--- src/hdl/lasw_pkg.sv ---
// Shared constants, types and codes of the local alignment scorer.
// No dependencies.
package lasw_pkg;

  localparam int MAX_QUERY = 1024;
  localparam int ALPHABET  = 32;
  localparam int TAB_AW    = $clog2(ALPHABET);
  localparam int CODE_W    = 5;
  localparam int PAIR_W    = 8;
  localparam int ROW_W     = ALPHABET * PAIR_W;
  localparam int SCORE_W   = 20;
  localparam int GAP_W     = 22;
  localparam int CALC_W    = 23;
  localparam int PEN_W     = 8;
  localparam int OPEN_W    = PEN_W + 1;
  localparam int QLEN_W    = $clog2(MAX_QUERY + 1);
  localparam int INFL_W    = $clog2(MAX_QUERY + 2);
  localparam int IN_TDATA_W  = 24;
  localparam int OUT_TDATA_W = 24;

  localparam logic [SCORE_W-1:0] SCORE_MAX = {SCORE_W{1'b1}};
  localparam logic signed [CALC_W-1:0] GAP_FLOOR = CALC_W'(-(2 ** (GAP_W - 1)));

  typedef enum logic [1:0] {
    OP_LOAD_TABLE   = 2'd0,
    OP_APPEND_QUERY = 2'd1,
    OP_CLEAR_QUERY  = 2'd2,
    OP_DB_RESIDUE   = 2'd3
  } op_t;

  localparam logic CFG_GAP_OPEN   = 1'b0;
  localparam logic CFG_GAP_EXTEND = 1'b1;

  // one database residue moving down the cell chain
  typedef struct packed {
    logic                       vld;
    logic                       first;
    logic                       last;
    logic [ROW_W-1:0]           row;
    logic [SCORE_W-1:0]         up_h;
    logic signed [GAP_W-1:0]    f;
    logic [SCORE_W-1:0]         diag;
    logic [SCORE_W-1:0]         mx;
    logic                       sat;
  } wave_t;

  typedef struct packed {
    logic              adv;
    logic [OPEN_W-1:0] open_cost;
    logic [PEN_W-1:0]  ext_cost;
  } cell_ctl_t;

endpackage

--- src/hdl/lasw_cell.sv ---
// One query position of the scoring chain: holds its residue, H and E.
// Depends on lasw_pkg.
module lasw_cell import lasw_pkg::*; (
  input  logic              clk,
  input  logic              rst_n,
  input  cell_ctl_t         ctl,
  input  logic              active,
  input  logic              q_we,
  input  logic [CODE_W-1:0] q_wdata,
  input  wave_t             wave_i,
  output wave_t             wave_o
);

  logic [CODE_W-1:0]        q_r;
  logic [SCORE_W-1:0]       h_r;
  logic signed [GAP_W-1:0]  e_r;
  wave_t                    wave_r, wave_nxt;

  logic [SCORE_W-1:0]       old_h;
  logic signed [GAP_W-1:0]  old_e;
  logic signed [PAIR_W-1:0] sc;
  logic signed [CALC_W-1:0] open_s, ext_s, e_a, e_b, e_m, e_c;
  logic signed [CALC_W-1:0] f_a, f_b, f_m, f_c, d, h_m;
  logic                     sat_now;
  logic [SCORE_W-1:0]       h_new;

  always_comb begin
    old_h  = wave_i.first ? '0 : h_r;
    old_e  = wave_i.first ? '0 : e_r;
    sc     = (32'(q_r) < ALPHABET) ? wave_i.row[q_r[TAB_AW-1:0]*PAIR_W +: PAIR_W] : '0;
    open_s = $signed({{(CALC_W-OPEN_W){1'b0}}, ctl.open_cost});
    ext_s  = $signed({{(CALC_W-PEN_W){1'b0}}, ctl.ext_cost});

    e_a = $signed({{(CALC_W-SCORE_W){1'b0}}, old_h}) - open_s;
    e_b = $signed({{(CALC_W-GAP_W){old_e[GAP_W-1]}}, old_e}) - ext_s;
    e_m = (e_a > e_b) ? e_a : e_b;
    e_c = (e_m < GAP_FLOOR) ? GAP_FLOOR : e_m;

    f_a = $signed({{(CALC_W-SCORE_W){1'b0}}, wave_i.up_h}) - open_s;
    f_b = $signed({{(CALC_W-GAP_W){wave_i.f[GAP_W-1]}}, wave_i.f}) - ext_s;
    f_m = (f_a > f_b) ? f_a : f_b;
    f_c = (f_m < GAP_FLOOR) ? GAP_FLOOR : f_m;

    d   = $signed({{(CALC_W-SCORE_W){1'b0}}, wave_i.diag})
        + $signed({{(CALC_W-PAIR_W){sc[PAIR_W-1]}}, sc});
    h_m = (d > $signed(CALC_W'(0))) ? d : '0;
    if (e_c > h_m) h_m = e_c;
    if (f_c > h_m) h_m = f_c;

    sat_now = (h_m >= $signed({{(CALC_W-SCORE_W){1'b0}}, SCORE_MAX}));
    h_new   = sat_now ? SCORE_MAX : h_m[SCORE_W-1:0];

    wave_nxt = wave_i;
    if (wave_i.vld && active) begin
      wave_nxt.up_h = h_new;
      wave_nxt.f    = f_c[GAP_W-1:0];
      wave_nxt.diag = old_h;
      wave_nxt.mx   = (h_new > wave_i.mx) ? h_new : wave_i.mx;
      wave_nxt.sat  = wave_i.sat | sat_now;
    end
  end

  always_ff @(posedge clk) begin
    if (!rst_n) begin
      wave_r.vld <= 1'b0;
    end else if (ctl.adv) begin
      wave_r <= wave_nxt;
    end
  end

  always_ff @(posedge clk) begin
    if (q_we) begin
      q_r <= q_wdata;
    end
    if (ctl.adv && wave_i.vld && active) begin
      h_r <= h_new;
      e_r <= e_c[GAP_W-1:0];
    end
  end

  assign wave_o = wave_r;

endmodule

--- config.mk ---
export PLATFORM = sky130hd
export DESIGN_NAME = lasw_cell
export DESIGN_NICKNAME = d
export VERILOG_FILES = /design/src/hdl/lasw_pkg.sv /design/src/hdl/lasw_cell.sv
export SDC_FILE = /design/constraint.sdc
export NUM_CORES = 1
export LEC_CHECK = 0
export ABC_AREA = 0
export BUFFER_PORTS_ARGS = -buffer_cell sky130_fd_sc_hd__buf_2
export CORE_AREA = 2 2 276 278
export CTS_BUF_LIST = sky130_fd_sc_hd__clkbuf_8
export CTS_CLUSTER_DIAMETER = 100
export CTS_CLUSTER_SIZE = 24
export DETAILED_ROUTE_END_ITERATION = 8
export DIE_AREA = 0 0 278 280
export PLACE_DENSITY = 0.59
export SYNTH_ARGS = -nofsm -noshare
export SYNTH_HDL_FRONTEND = slang
export SYNTH_SLANG_ARGS = --single-unit
--- constraint.sdc ---
create_clock -name clk -period 15.8 [get_ports clk]
set_input_delay 3.16 -clock clk [delete_from_list [all_inputs] [get_ports clk]]
set_output_delay 3.16 -clock clk [all_outputs]
set_load 0.02 [all_outputs]
* Yosys cells after proc, flatten, opt, wreduce, memory -nomap -nowiden
Cells that the tools add are included.
Cells by class: add/sub/neg operators 5, order comparisons 9, shifts and indexed selects 1, mux-type cells 12, bitwise logic cells 1, reductions and logical operators 4
Operators with widths (number):
- 256-bit by 9-bit indexed part select with 8-bit output | 1
- 23-bit two-way mux | 7
- 83-bit two-way mux | 1
- 20-bit two-way mux | 3
- 21-bit by 23-bit greater-than comparator with 1-bit output | 2
- 23-bit greater-than comparator | 2
- 23-bit by 22-bit < comparator with 1-bit output (second input constant) | 2
- 22-bit by 9-bit subtractor with 23-bit output | 2
- 20-bit by 9-bit subtractor with 21-bit output | 2
- 23-bit by 21-bit >= comparator with 1-bit output (second input constant) | 1
- 21-bit by 8-bit adder with 22-bit output | 1
- 22-bit by 1-bit greater-than comparator with 1-bit output (second input constant) | 1
- 22-bit two-way mux | 1
- 20-bit greater-than comparator | 1
- 1-bit logical AND | 3
- 2-bit AND reduction | 1
- 1-bit OR | 1
Word-level totals: register bits 389, output and inout port bits 342, logic and storage cells 44

* Depth between registers and ports, before layout
Gate-level depths: netlist of the first run.
depth after elaboration 15, gate-level depth with buffers 80, depth with buffers taken out 70

* Least setup slack after synthesis of the first run
Ideal clock, no wire load.
path kind in2reg, start input wave_i[340] (netlist name), end register wave_r (netlist bit wave_o[9]), data pin, setup time 256 ps, arrival time 16944 ps, data required time 15544 ps, slack -1399 ps, stages on the path 71, buffers on the path 14, cell sequence buf_2 > clkbuf_1 > clkbuf_1 > buf_1 > clkbuf_1 > nor2b_1 > ha_1 > nor2b_1 > o31a_1 > o2111a_1 > or2_2 > or3_1 > o311ai_0 > o21a_1 > ha_1 > a21o_1 > a21oi_1 > o31a_1 > [... 35 more ...] > or3_1 > o211ai_1 > mux2_2 > or4_1 > o31a_1 > buf_6 > buf_6 > nand2_1 > ha_1 > nand4_1 > nor4_1 > o21ai_0 > nand2_1 > nor3_1 > a211oi_1 > clkbuf_1 > nor2b_1 > a21oi_2
RTL lines:
- from (decl) | RTL line lasw_cell.sv:10 | input wave_t wave_i,
- to (signal assigned) | RTL line lasw_cell.sv:67 | wave_r <= wave_nxt;
- to (decl) | RTL line lasw_cell.sv:17 | wave_t wave_r, wave_nxt;

==> parameters.txt, run 1 <==
Parameter                              Value

Placement
  Placer's final routability congestion estimate ... 0.984
  HPWL after DPL ... 88500 um
  IO Port Bufs ... between 700 and 800

Setup path
  Critical Path AT ... 15.44 ns
  Critical path startpoint category ... primary input
  Worst setup path category ... in2reg
  Max FO, Critical Path ... 13
  Cells on worst reg2reg path ... between 50 and 60
  Sort of element at the end of the critical path ... register
  Slowest stage delay, CP ... 0.42 ns
  CP max stage cell ... sky130_fd_sc_hd__o31a_1
  Cell repeated most along the worst path ... sky130_fd_sc_hd__o21a_1
  Critical Path RT ... between 15 and 20 ns

Synth
  Area of the mapped netlist ... 23400 um2
  Main flop type after synthesis ... sky130_fd_sc_hd__edfxtp_1
  Flip-flop and latch count after synthesis ... 389
  EDFF count, synth ... ~390
  Syn Inst Count ... 1995
  Post-Syn Nets ... 2533
  Yosys warns ... 0
  Mean area per synthesized cell ... roughly 12 um2
  Area leader, netlist ... sky130_fd_sc_hd__edfxtp_1
  Area share of the largest cell type after synthesis ... 49.7%
  Async S/R FF share, synth ... 0%
  Sequential fraction of the synthesis area ... around 50%
  Leading cell types by total area after synthesis ... sky130_fd_sc_hd__edfxtp_1, sky130_fd_sc_hd__ha_1, sky130_fd_sc_hd__mux4_2, sky130_fd_sc_hd__nand2_1, sky130_fd_sc_hd__nor2_1
  Unique cell type count in the Yosys netlist ... 90

Clocking
  H-tree Lvls ... 1
  TritonCTS clock tree ... built
  Source-to-sink clock delay at the later pin of the worst-skew pair ... 0.71 ns
  Total clock buffers created by CTS ... 27
  Clk sinks ... between 300 and 400
  Clock buffer depth ... 3
  Clock input transition at the sequential cells of the worst setup and hold paths ... 0.14 ns
  CTS root buffer ... sky130_fd_sc_hd__clkbuf_8

Power
  Switching share of power ... a little over two fifths
  Sequential Power Share ... 35.0%
  Power density relative to cell area ... 124 nW/um2
  Internal power summed over all cells ... 2.12 mW
  Clock Power Share ... 16.7%
  Largest vdd supply drop ... 0.0701 mV
  Fraction of power consumed by combinational cells ... around 48%
  Total chip power ... approximately 3.6 mW
  Sw power ... 1.53 mW
  Leakage ... 12.5 nW

Layout
  Combined area of the multi-input logic cells ... 11100 um2
  Share of cells above drive strength 1 ... 36.6%
  Number of nets in the layout ... 3298
  Area delta synth->final ... 25.9%
  FILL cells ... 7403
  Register cell area after layout ... around 12000 um2

Drt
  Routed Antenna Nets ... 0
  Via density ... 5.34
  Total number of vias ... 20100
  Residual DRC count ... 0
  Average wire per cell in the routed design ... 28.0 um
  Routed Wire Length ... 106000 um
  Router iterations before antenna repair ... 5
  Number of DRC violations after detailed-routing iteration 0 ... 1701

Floorplan
  Total core area ... 75200 um2
  Number of placement rows ... 101
  # IOs ... 711
  Die Outline Area ... 77800 um2
  Initial standard-cell utilization of the core ... a little under a third
  Width of the die ... 278 um
  Die height ... 280 um

STA
  Top achievable clock speed ... about 67 MHz
  Max-slew violation count ... 0
  Part of the cycle the worst path needs ... a little over nine tenths
  Shortest clock period the worst path allows after layout ... between 10 and 15 ns
  Relative max-transition margin ... 27.6%
  Fin. Hold Viols ... 0
  Setup-failing EPs final ... 0
  Setup total negative slack ... 0 ns
  Worst clock skew ... 0.0504 ns
  Transition time of the tightest slew-check pin ... between 1 and 1.5 ns

Hold path
  Worst hold stages ... 2
  Type of the tightest min-delay check ... reg2reg

Global routing
  Antenna violations before repair ... 22
  Total global routing track utilization ... 26.1%
  Vias in the first global route ... 19500
  Largest net degree at the start of global routing ... 84
  First-pass GRT wire length ... between 100000 and 150000 um
  Total global routing overflow ... 0

Status
  Outcome ... finished clean

Run
  Max-cap check violation count ... 0
[cell type report]
type                    instances  share of cell area [%]
diodes                         15                   0.127
clock buffers                  27                    1.26
clock inverters                17                   0.852
inverters                     122                    1.55
multi-input cells            1404                    37.5
flip-flops and latches        389                    39.5
well taps                     978                    4.15
repair buffers                816                    15.0
[layer usage]
metal / up-vias / share of wire, % / GRT usage [%]
li1: 9091 / - / -
met2: 967 / 47 / 43.3
met4: 6 / 5.8 / 13.4
met3: 189 / 7.7 / 5.53
met5: - / 0.032 / 0
met1: 9876 / 39 / 32.0
[synth_stat cells (all sizes together), types with 44 or more instances]
cell,number
nand2,190
inv,122
nor2,146
a21oi,96
a31oi,46
clkbuf,54
mux4,76
nor2b,47
xnor2,46
a21o,45
nor3,44
ha,164
edfxtp,388
o21ai,72
[kinds of logic after synthesis]
| family | synth area share, % |
|---|---|
| AND/OR/NAND/NOR | 13.0 |
| AO/OA/AOI/OAI | 12.1 |
| flip-flops | 49.8 |
| buffers and inverters | 3.37 |
| adder cells (fa/ha/maj) | 9.28 |
| multiplexers | 9.76 |
| XOR/XNOR | 2.65 |
| other | 0.0160 |
[registers in the layout (all words and copies together), names as in the netlist]
signal,cells
e_r,22
q_r,5
wave_o,342
h_r,20
[critical path: cells and delay by family]
family / cells / cell delay [ns]
AND/OR/NAND/NOR: 22 / 3.84
multiplexers: 1 / 0.26
AO/OA/AOI/OAI: 32 / 5.80
buffers and inverters: 5 / 0.77
adder cells (fa/ha/maj): 6 / 1.61
[worst paths after layout]
check	start	endpoint	slack, ns
min	wave_o[341]	wave_o[341]	0.56
min reg2reg	wave_o[341]	wave_o[341]	0.56
max reg2reg	q_r[0]	wave_o[9]	3.01
max	wave_i[340]	wave_o[9]	0.84
[power groups by stage]
stage               clock (mW)  sequential, mW  combinational [mW]
floorplan                    0            1.38               0.970
global placement             0            1.30                1.73
detailed placement           0            1.30                1.73
CTS                      0.628            1.28                1.74
global route             0.654            1.28                1.90
finish                   0.608            1.28                1.76
[placed cells by master, fill, tap and decap left out, types with 70 or more instances in the layout]
cell type                  netlist  layout
sky130_fd_sc_hd__a21oi_1        93      92
sky130_fd_sc_hd__buf_2           7     710
sky130_fd_sc_hd__buf_4           0     100
sky130_fd_sc_hd__edfxtp_1      388     388
sky130_fd_sc_hd__ha_1          164     164
sky130_fd_sc_hd__inv_1         121     125
sky130_fd_sc_hd__mux4_2         76      76
sky130_fd_sc_hd__nand2_1       190     189
sky130_fd_sc_hd__nor2_1        145     144
sky130_fd_sc_hd__o21ai_0        72      70
[per-stage QoR]
step | hold WS (ns) | worst slack, ns | area, um2 | cells | util, %
2_1_floorplan | 0.589 | 0.0189 | 23500 | 1995 | -
6_report | 0.556 | 0.837 | 29500 | 3768 | 39.2
3_5_place_dp | 0.540 | -0.00814 | 28800 | 3707 | 38.3
4_1_cts | 0.554 | 0.732 | 29400 | 3751 | 39.2
5_1_grt | 0.607 | -0.00893 | 29500 | 3760 | 39.2
3_3_place_gp | 0.533 | 0.254 | 28800 | 3707 | 38.3
[what timing repair did]
item	4_1_cts	5_1_grt
hold buffers	0	0
resized for setup	0	5
endpoints found under the setup margin	0	20
buffers inserted	0	2
Note: power is estimated with default switching activity, not from simulation.
==> run 2: changes to the inputs <==
Settings changed: CTS_BUF_LIST sky130_fd_sc_hd__clkbuf_8 to sky130_fd_sc_hd__clkbuf_4 sky130_fd_sc_hd__clkbuf_8, CTS_CLUSTER_SIZE 24 to 12, PLACE_DENSITY 0.59 to not set.
==> run 2 against run 1 <==
Compared with the run above:
- worst hold slack got worse by 0.016 ns
- register-to-register slack got worse by 0.29 ns
- sequential power about the same
- non-clock buffer count decreased by 5
- clock power increased by 6.6%
- combinational power decreased by 2%
- final area about the same
- count of clock-buffer cells in the layout increased by 26
- die area unchanged
- sequential cell count unchanged
- critical endpoint is now wave_o[11]
- largest power group unchanged
==> parameters.txt, run 2 (synthesis results as in run 1) <==
Parameter                              Value

Layout
  Number of nets in the layout ... 3305
  Flip-flop count of the largest register, all copies and words added ... 342
  Most frequent cells in the layout ... sky130_fd_sc_hd__buf_2, sky130_fd_sc_hd__edfxtp_1, sky130_fd_sc_hd__nand2_1, sky130_fd_sc_hd__ha_1, sky130_fd_sc_hd__nor2_1
  Final non-filler cell area ... slightly below 30000 um2
  Share of cells above drive strength 1 ... 36.9%
  Most common cell after layout, fill and taps aside ... sky130_fd_sc_hd__buf_2
  Area delta synth->final ... 26.0%
  FILL cells ... 7397

Global routing
  First-pass GRT wire length ... 144000 um
  Antenna violations before repair ... 24
  Vias in the first global route ... 19300
  Total global routing overflow ... 0
  Largest net degree at the start of global routing ... 159
  Total global routing track utilization ... 26.2%

Floorplan
  Die Outline Area ... 77800 um2
  # IOs ... 711
  Total core area ... 75200 um2
  Initial standard-cell utilization of the core ... 31.2%
  Width of the die ... between 200 and 300 um
  Number of placement rows ... 101
  Die height ... 280 um

Drt
  Via density ... 5.31
  Router iterations before antenna repair ... 5
  Average wire per cell in the routed design ... 28.1 um
  Routed Wire Length ... 106000 um
  Routed Antenna Nets ... 0
  Residual DRC count ... 0
  Number of DRC violations after detailed-routing iteration 0 ... 1821
  Total number of vias ... 20100

Power
  Sw power ... around 1.5 mW
  Total chip power ... roughly 3.7 mW
  Largest vdd supply drop ... 0.0739 mV
  Fraction of power consumed by combinational cells ... between 40% and 50%
  Switching share of power ... 40.3%
  Internal power summed over all cells ... ~2.2 mW
  Sequential Power Share ... 35.1%
  Clock Power Share ... 17.7%
  Power density relative to cell area ... 124 nW/um2
  Leakage ... 12.5 nW

Placement
  Placer's final routability congestion estimate ... around 0.99
  Placed cell areas ... ~29000 um2
  IO Port Bufs ... between 700 and 800
  HPWL after DPL ... 89400 um

Hold path
  Worst hold stages ... 2
  Type of the tightest min-delay check ... reg2reg

Setup path
  Worst setup path category ... in2reg
  Sort of element at the end of the critical path ... register
  Max FO, Critical Path ... 18
  Slowest stage delay, CP ... about 0.51 ns
  Cells on worst reg2reg path ... 59
  CP max stage cell ... sky130_fd_sc_hd__or4_1
  Critical path startpoint category ... primary input
  Critical Path RT ... ~16 ns
  Cell repeated most along the worst path ... sky130_fd_sc_hd__o21a_1
  Critical Path AT ... 15.41 ns

Clocking
  Clock buffer depth ... 3
  Clk sinks ... 389
  Total clock buffers created by CTS ... 39
  Source-to-sink clock delay at the later pin of the worst-skew pair ... 0.65 ns
  TritonCTS clock tree ... built
  CTS root buffer ... sky130_fd_sc_hd__clkbuf_8
  Clock input transition at the sequential cells of the worst setup and hold paths ... ~0.08 ns
  Hold-fix buffers at CTS ... 0
  H-tree Lvls ... 2

STA
  Relative max-transition margin ... 24.6%
  Setup-failing EPs final ... 0
  Unrepaired setup endpoints after global routing ... false
  Shortest clock period the worst path allows after layout ... 14.93 ns
  Max-slew violation count ... 0
  Worst clock skew ... 0.0508 ns
  Hold WS ... 0.540 ns
  Top achievable clock speed ... 67.0 MHz
  Setup total negative slack ... 0 ns
  Fin. Hold Viols ... 0
  Part of the cycle the worst path needs ... 94.5%
  Transition time of the tightest slew-check pin ... 1.12 ns

Run
  Max-cap check violation count ... 0

Status
  Outcome ... finished clean
run 2: cell count changes in the layout (fill, tap and decap cells not counted), moves of 2 or more:
cell and delta:
sky130_fd_sc_hd__clkbuf_8 +14, sky130_fd_sc_hd__clkbuf_4 +12, sky130_fd_sc_hd__buf_4 -5, sky130_fd_sc_hd__inv_1 -4
sky130_fd_sc_hd__clkinv_16 -3, sky130_fd_sc_hd__clkinv_8 -3, sky130_fd_sc_hd__inv_12 -3, sky130_fd_sc_hd__clkinv_2 +2
run 2: worst paths after layout:
kind | start | end | slack, ns
setup / recovery | wave_i[340] | wave_o[11] | 0.87
hold / removal | wave_o[341] | wave_o[341] | 0.54
setup reg to reg | q_r[0] | wave_o[11] | 2.72
hold reg to reg | wave_o[341] | wave_o[341] | 0.54
run 2: worst max-delay path, delay by kind of cell:
| kind | cells | cell delay [ns] |
|---|---|---|
| simple gates | 19 | 3.68 |
| mux | 2 | 0.44 |
| buf+inv | 8 | 1.32 |
| fa+ha+maj | 6 | 1.60 |
| compound gates | 30 | 5.15 |
run 2: through the flow:
step	setup WS, ns	util, %	std cells
finish	0.874	39.3	3777
global route	0.00982	39.2	3770
CTS	0.669	39.1	3754
detailed placement	0.00198	38.2	3696
global placement	0.182	38.2	3696
floorplan	0.0189	-	1995
run 2: per-layer routing:
metal / track usage (%) / up-vias / share of wire, %
met5: 0 / - / 0.069
met4: 11.7 / 12 / 5.1
met3: 6.02 / 183 / 8.2
met2: 44.1 / 944 / 48
met1: 32.3 / 9788 / 39
li1: - / 9127 / -
run 2: what timing repair did:
action                                  4_1_cts  5_1_grt
endpoints found under the setup margin        0       20
hold endpoints to repair                      0        0
buffers inserted                              0        8
resized for setup                             0        5
run 2: power groups by stage:
stage / combinational [mW] / sequential [mW] / clock [mW]
2_1_floorplan: 0.970 / 1.38 / 0
3_3_place_gp: 1.68 / 1.31 / 0
3_5_place_dp: 1.68 / 1.31 / 0
4_1_cts: 1.69 / 1.28 / 0.670
5_1_grt: 1.86 / 1.29 / 0.695
6_report: 1.72 / 1.28 / 0.648
run 2: final cells by class:
class / count / area (um2) / share of cell area (%)
Sequential cell: 389 / 11700 / 39.5
Multi-Input combinational cell: 1404 / 11100 / 37.5
Timing Repair Buffer: 811 / 4380 / 14.8
Tap cell: 978 / 1220 / 4.14
Clock buffer: 53 / 654 / 2.22
Inverter: 122 / 458 / 1.55
Antenna cell: 15 / 37.5 / 0.127
Clock inverter: 5 / 35.0 / 0.119
==> run 3: changes to the inputs <==
Settings changed: ABC_AREA 0 to 1, CORE_AREA 2 2 276 278 to 2 2 275 277, DIE_AREA 0 0 278 280 to 0 0 277 279, SKIP_CTS_REPAIR_TIMING set to 1.
==> run 3 against run 2 <==
Compared with the run above:
- fmax rose by 2.8%
- first-iteration DRC count rose by 5.1%
- die area is 0.72% lower
- wire length is 6.4% higher
- highest routed layer unchanged
- total power up 7.6%
- combinational power grew 12%
==> parameters.txt, run 3 <==
Parameter                              Value

Status
  Outcome ... finished clean

STA
  Worst clock skew ... 0.0572 ns
  Max-slew violation count ... 0
  Top achievable clock speed ... ~70 MHz
  PnR worst setup slack ... 1.28 ns
  Part of the cycle the worst path needs ... 91.9%
  Setup total negative slack ... 0 ns
  Relative max-transition margin ... 21.1%
  Shortest clock period the worst path allows after layout ... 14.52 ns
  Setup-failing EPs final ... 0
  Transition time of the tightest slew-check pin ... 1.18 ns
  Fin. Hold Viols ... 0
  Unrepaired setup endpoints after global routing ... false
  Hold WS ... 0.496 ns

Setup path
  FF-to-FF setup slack ... 3.00 ns
  Slowest stage delay, CP ... 0.47 ns
  Endpoint of the lowest-slack register-to-register path ... wave_o[1]
  Sort of element at the end of the critical path ... register
  Cell repeated most along the worst path ... sky130_fd_sc_hd__nand2_1
  Critical Path AT ... approximately 15 ns
  Cells on worst reg2reg path ... 69
  Max FO, Critical Path ... 22
  Worst setup path category ... in2reg
  Number of buffer and inverter instances along the worst setup path ... 15
  Critical Path RT ... 16.22 ns
  Crit-path leading delay family ... simple AND/OR/NAND/NOR gates
  CP max stage cell ... sky130_fd_sc_hd__a211oi_1
  Worst r2r src ... q_r[0]
  Critical path startpoint category ... primary input

Layout
  Flip-flop count of the largest register, all copies and words added ... 342
  Most common cell after layout, fill and taps aside ... sky130_fd_sc_hd__buf_2
  Share of cells above drive strength 1 ... 26.2%
  Most frequent cells in the layout ... sky130_fd_sc_hd__buf_2, sky130_fd_sc_hd__nand2_1, sky130_fd_sc_hd__edfxtp_1, sky130_fd_sc_hd__nor2_1, sky130_fd_sc_hd__inv_1
  Area delta synth->final ... 24.3%
  Final non-filler cell area ... 28800 um2
  Number of nets in the layout ... 3801

Power
  Internal power summed over all cells ... 2.20 mW
  Leakage ... 13.2 nW
  Largest vdd supply drop ... around 0.073 mV
  Clock Power Share ... 17.9%
  Switching share of power ... 44.2%
  Sw power ... 1.74 mW
  Sequential Power Share ... 33.0%
  Fraction of power consumed by combinational cells ... 49.1%
  Power density relative to cell area ... 137 nW/um2

Drt
  Average wire per cell in the routed design ... 26.5 um
  Via density ... 5.18
  Routed Wire Length ... 113000 um
  Routed Antenna Nets ... 0
  Number of DRC violations after detailed-routing iteration 0 ... about 1900
  Total number of vias ... 22100
  Residual DRC count ... 0
  Router iterations before antenna repair ... 5

Synth
  Sequential fraction of the synthesis area ... about 50%
  Syn Inst Count ... 2553
  Mean area per synthesized cell ... 9.09 um2
  Area leader, netlist ... sky130_fd_sc_hd__edfxtp_1
  Yosys warns ... 0
  Leading cell types by total area after synthesis ... sky130_fd_sc_hd__edfxtp_1, sky130_fd_sc_hd__ha_1, sky130_fd_sc_hd__nand2_1, sky130_fd_sc_hd__o21ai_0, sky130_fd_sc_hd__nor2_1
  EDFF count, synth ... 388
  Most common cell in the netlist ... sky130_fd_sc_hd__nand2_1
  Unique cell type count in the Yosys netlist ... 50
  Post-Syn Nets ... 3091
  Flip-flop and latch count after synthesis ... 389
  Main flop type after synthesis ... sky130_fd_sc_hd__edfxtp_1
  Most common library cells after synthesis ... sky130_fd_sc_hd__nand2_1, sky130_fd_sc_hd__edfxtp_1, sky130_fd_sc_hd__nor2_1
  Async S/R FF share, synth ... 0%
  Area of the mapped netlist ... 23200 um2
  Area share of the largest cell type after synthesis ... between 50% and 60%

Floorplan
  Total core area ... about 74000 um2
  Number of placement rows ... 100
  Width of the die ... approximately 280 um
  Die height ... 279 um
  Die Outline Area ... 77300 um2
  Initial standard-cell utilization of the core ... 31.3%
  # IOs ... 711

Global routing
  Busiest layer in global routing ... met2
  Vias in the first global route ... 21600
  Fraction of met2 tracks used by global routing ... a little under half
  Total global routing overflow ... 0
  Total global routing track utilization ... 28.1%
  First-pass GRT wire length ... 157000 um
  Grt met3 use ... 9.56%
  Antenna violations before repair ... 24
  Met1 track utilization from global routing ... 32.4%
  Largest net degree at the start of global routing ... 166

Clocking
  Source-to-sink clock delay at the later pin of the worst-skew pair ... 0.67 ns
  Clock input transition at the sequential cells of the worst setup and hold paths ... approximately 0.08 ns
  CTS root buffer ... sky130_fd_sc_hd__clkbuf_8
  Clock buffer depth ... 3
  H-tree Lvls ... 2
  Total clock buffers created by CTS ... 41
  TritonCTS clock tree ... built
  Clk sinks ... 389

Hold path
  Type of the tightest min-delay check ... reg2reg
  Worst hold stages ... 2
  Launch point of the worst hold path ... wave_o[341]
  Worst min-delay path endpoint ... wave_o[341]

Placement
  Setup slack at placement ... 0.582 ns
  HPWL after DPL ... 92200 um
  IO Port Bufs ... 710
  Placed cell areas ... 28000 um2
  Placer's final routability congestion estimate ... just under 1

Run
  Max-cap check violation count ... 0
-- run 3: cell types whose count changed in the layout (fill, tap and decap cells not counted), moves of 41 or more --
| cell | previous run | this run |
|---|---|---|
| sky130_fd_sc_hd__buf_4 | 95 | 51 |
| sky130_fd_sc_hd__inv_1 | 121 | 254 |
| sky130_fd_sc_hd__mux4_2 | 76 | 0 |
| sky130_fd_sc_hd__nand2_1 | 189 | 536 |
| sky130_fd_sc_hd__nand3_1 | 32 | 140 |
| sky130_fd_sc_hd__nor2_1 | 144 | 302 |
| sky130_fd_sc_hd__nor2b_1 | 44 | 0 |
| sky130_fd_sc_hd__o21ai_0 | 70 | 230 |
| sky130_fd_sc_hd__o221ai_1 | 2 | 43 |
-- run 3: kinds of logic (layout without fill, tap and decap cells) --
group | after synthesis | count (layout) | share of synthesized area, %
AO/OA/AOI/OAI | 461 | 461 | 11.6
adder cells (fa/ha/maj) | 169 | 169 | 9.28
flip-flops | 389 | 389 | 50.3
buffers and inverters | 365 | 1090 | 6.16
other | 1 | 11 | 0.0162
XOR/XNOR | 86 | 86 | 3.25
AND/OR/NAND/NOR | 1082 | 1082 | 19.4
-- run 3: power by group through the flow --
stage	Combinational (mW)	Sequential (mW)	Clock, mW
after global placement	1.92	1.32	0
after global routing	2.14	1.30	0.754
after CTS	1.92	1.30	0.719
after detailed placement	1.91	1.32	0
final	1.93	1.30	0.703
after floorplan	1.08	1.40	0
-- run 3: worst reg2reg max path, delay by kind of cell, from the launching register on --
family          cells  cell delay, ns
fa+ha+maj           4            1.20
flops               1            0.36
buf+inv             9            2.39
xor+xnor            1            0.30
compound gates     20            3.95
simple gates       35            4.40
-- run 3: worst max path at each step --
| stage | start | end | slack [ns] | cells past startpoint |
|---|---|---|---|---|
| 2_1_floorplan | wave_i[340] | wave_o[11] | 2.34 | 89 |
| 5_1_grt | wave_i[340] | wave_o[1] | 0.11 | 83 |
| 4_1_cts | wave_i[340] | wave_o[1] | 1.23 | 79 |
| 3_3_place_gp | wave_i[340] | wave_o[1] | 0.72 | 79 |
| 3_5_place_dp | wave_i[340] | wave_o[1] | 0.58 | 79 |
| 6_report | wave_i[340] | wave_o[1] | 1.28 | 80 |
-- run 3: metrics by stage --
stage          power, mW  util, %  instances
4_1_cts             3.94     38.8       4245
2_1_floorplan       2.48        -       2553
6_report            3.94     38.9       4257
3_3_place_gp        3.24     37.8       4187
5_1_grt             4.20     38.9       4252
3_5_place_dp        3.23     37.8       4187
-- run 3: layout make-up --
cell class | instances | area [um2]
diodes | 10 | 25.0
inverters | 266 | 1010
multi-input cells | 1799 | 10100
clock inverters | 12 | 143
clock buffers | 46 | 602
flip-flops and latches | 389 | 11700
fillers | 7689 | 45200
well taps | 969 | 1210
repair buffers | 766 | 4040
-- run 3: metal layers --
layer  share of wire, %  wire (um)
met5              0.061         69
met4                4.8       5460
met2                 48      53600
met1                 37      41800
met3                 11      11900
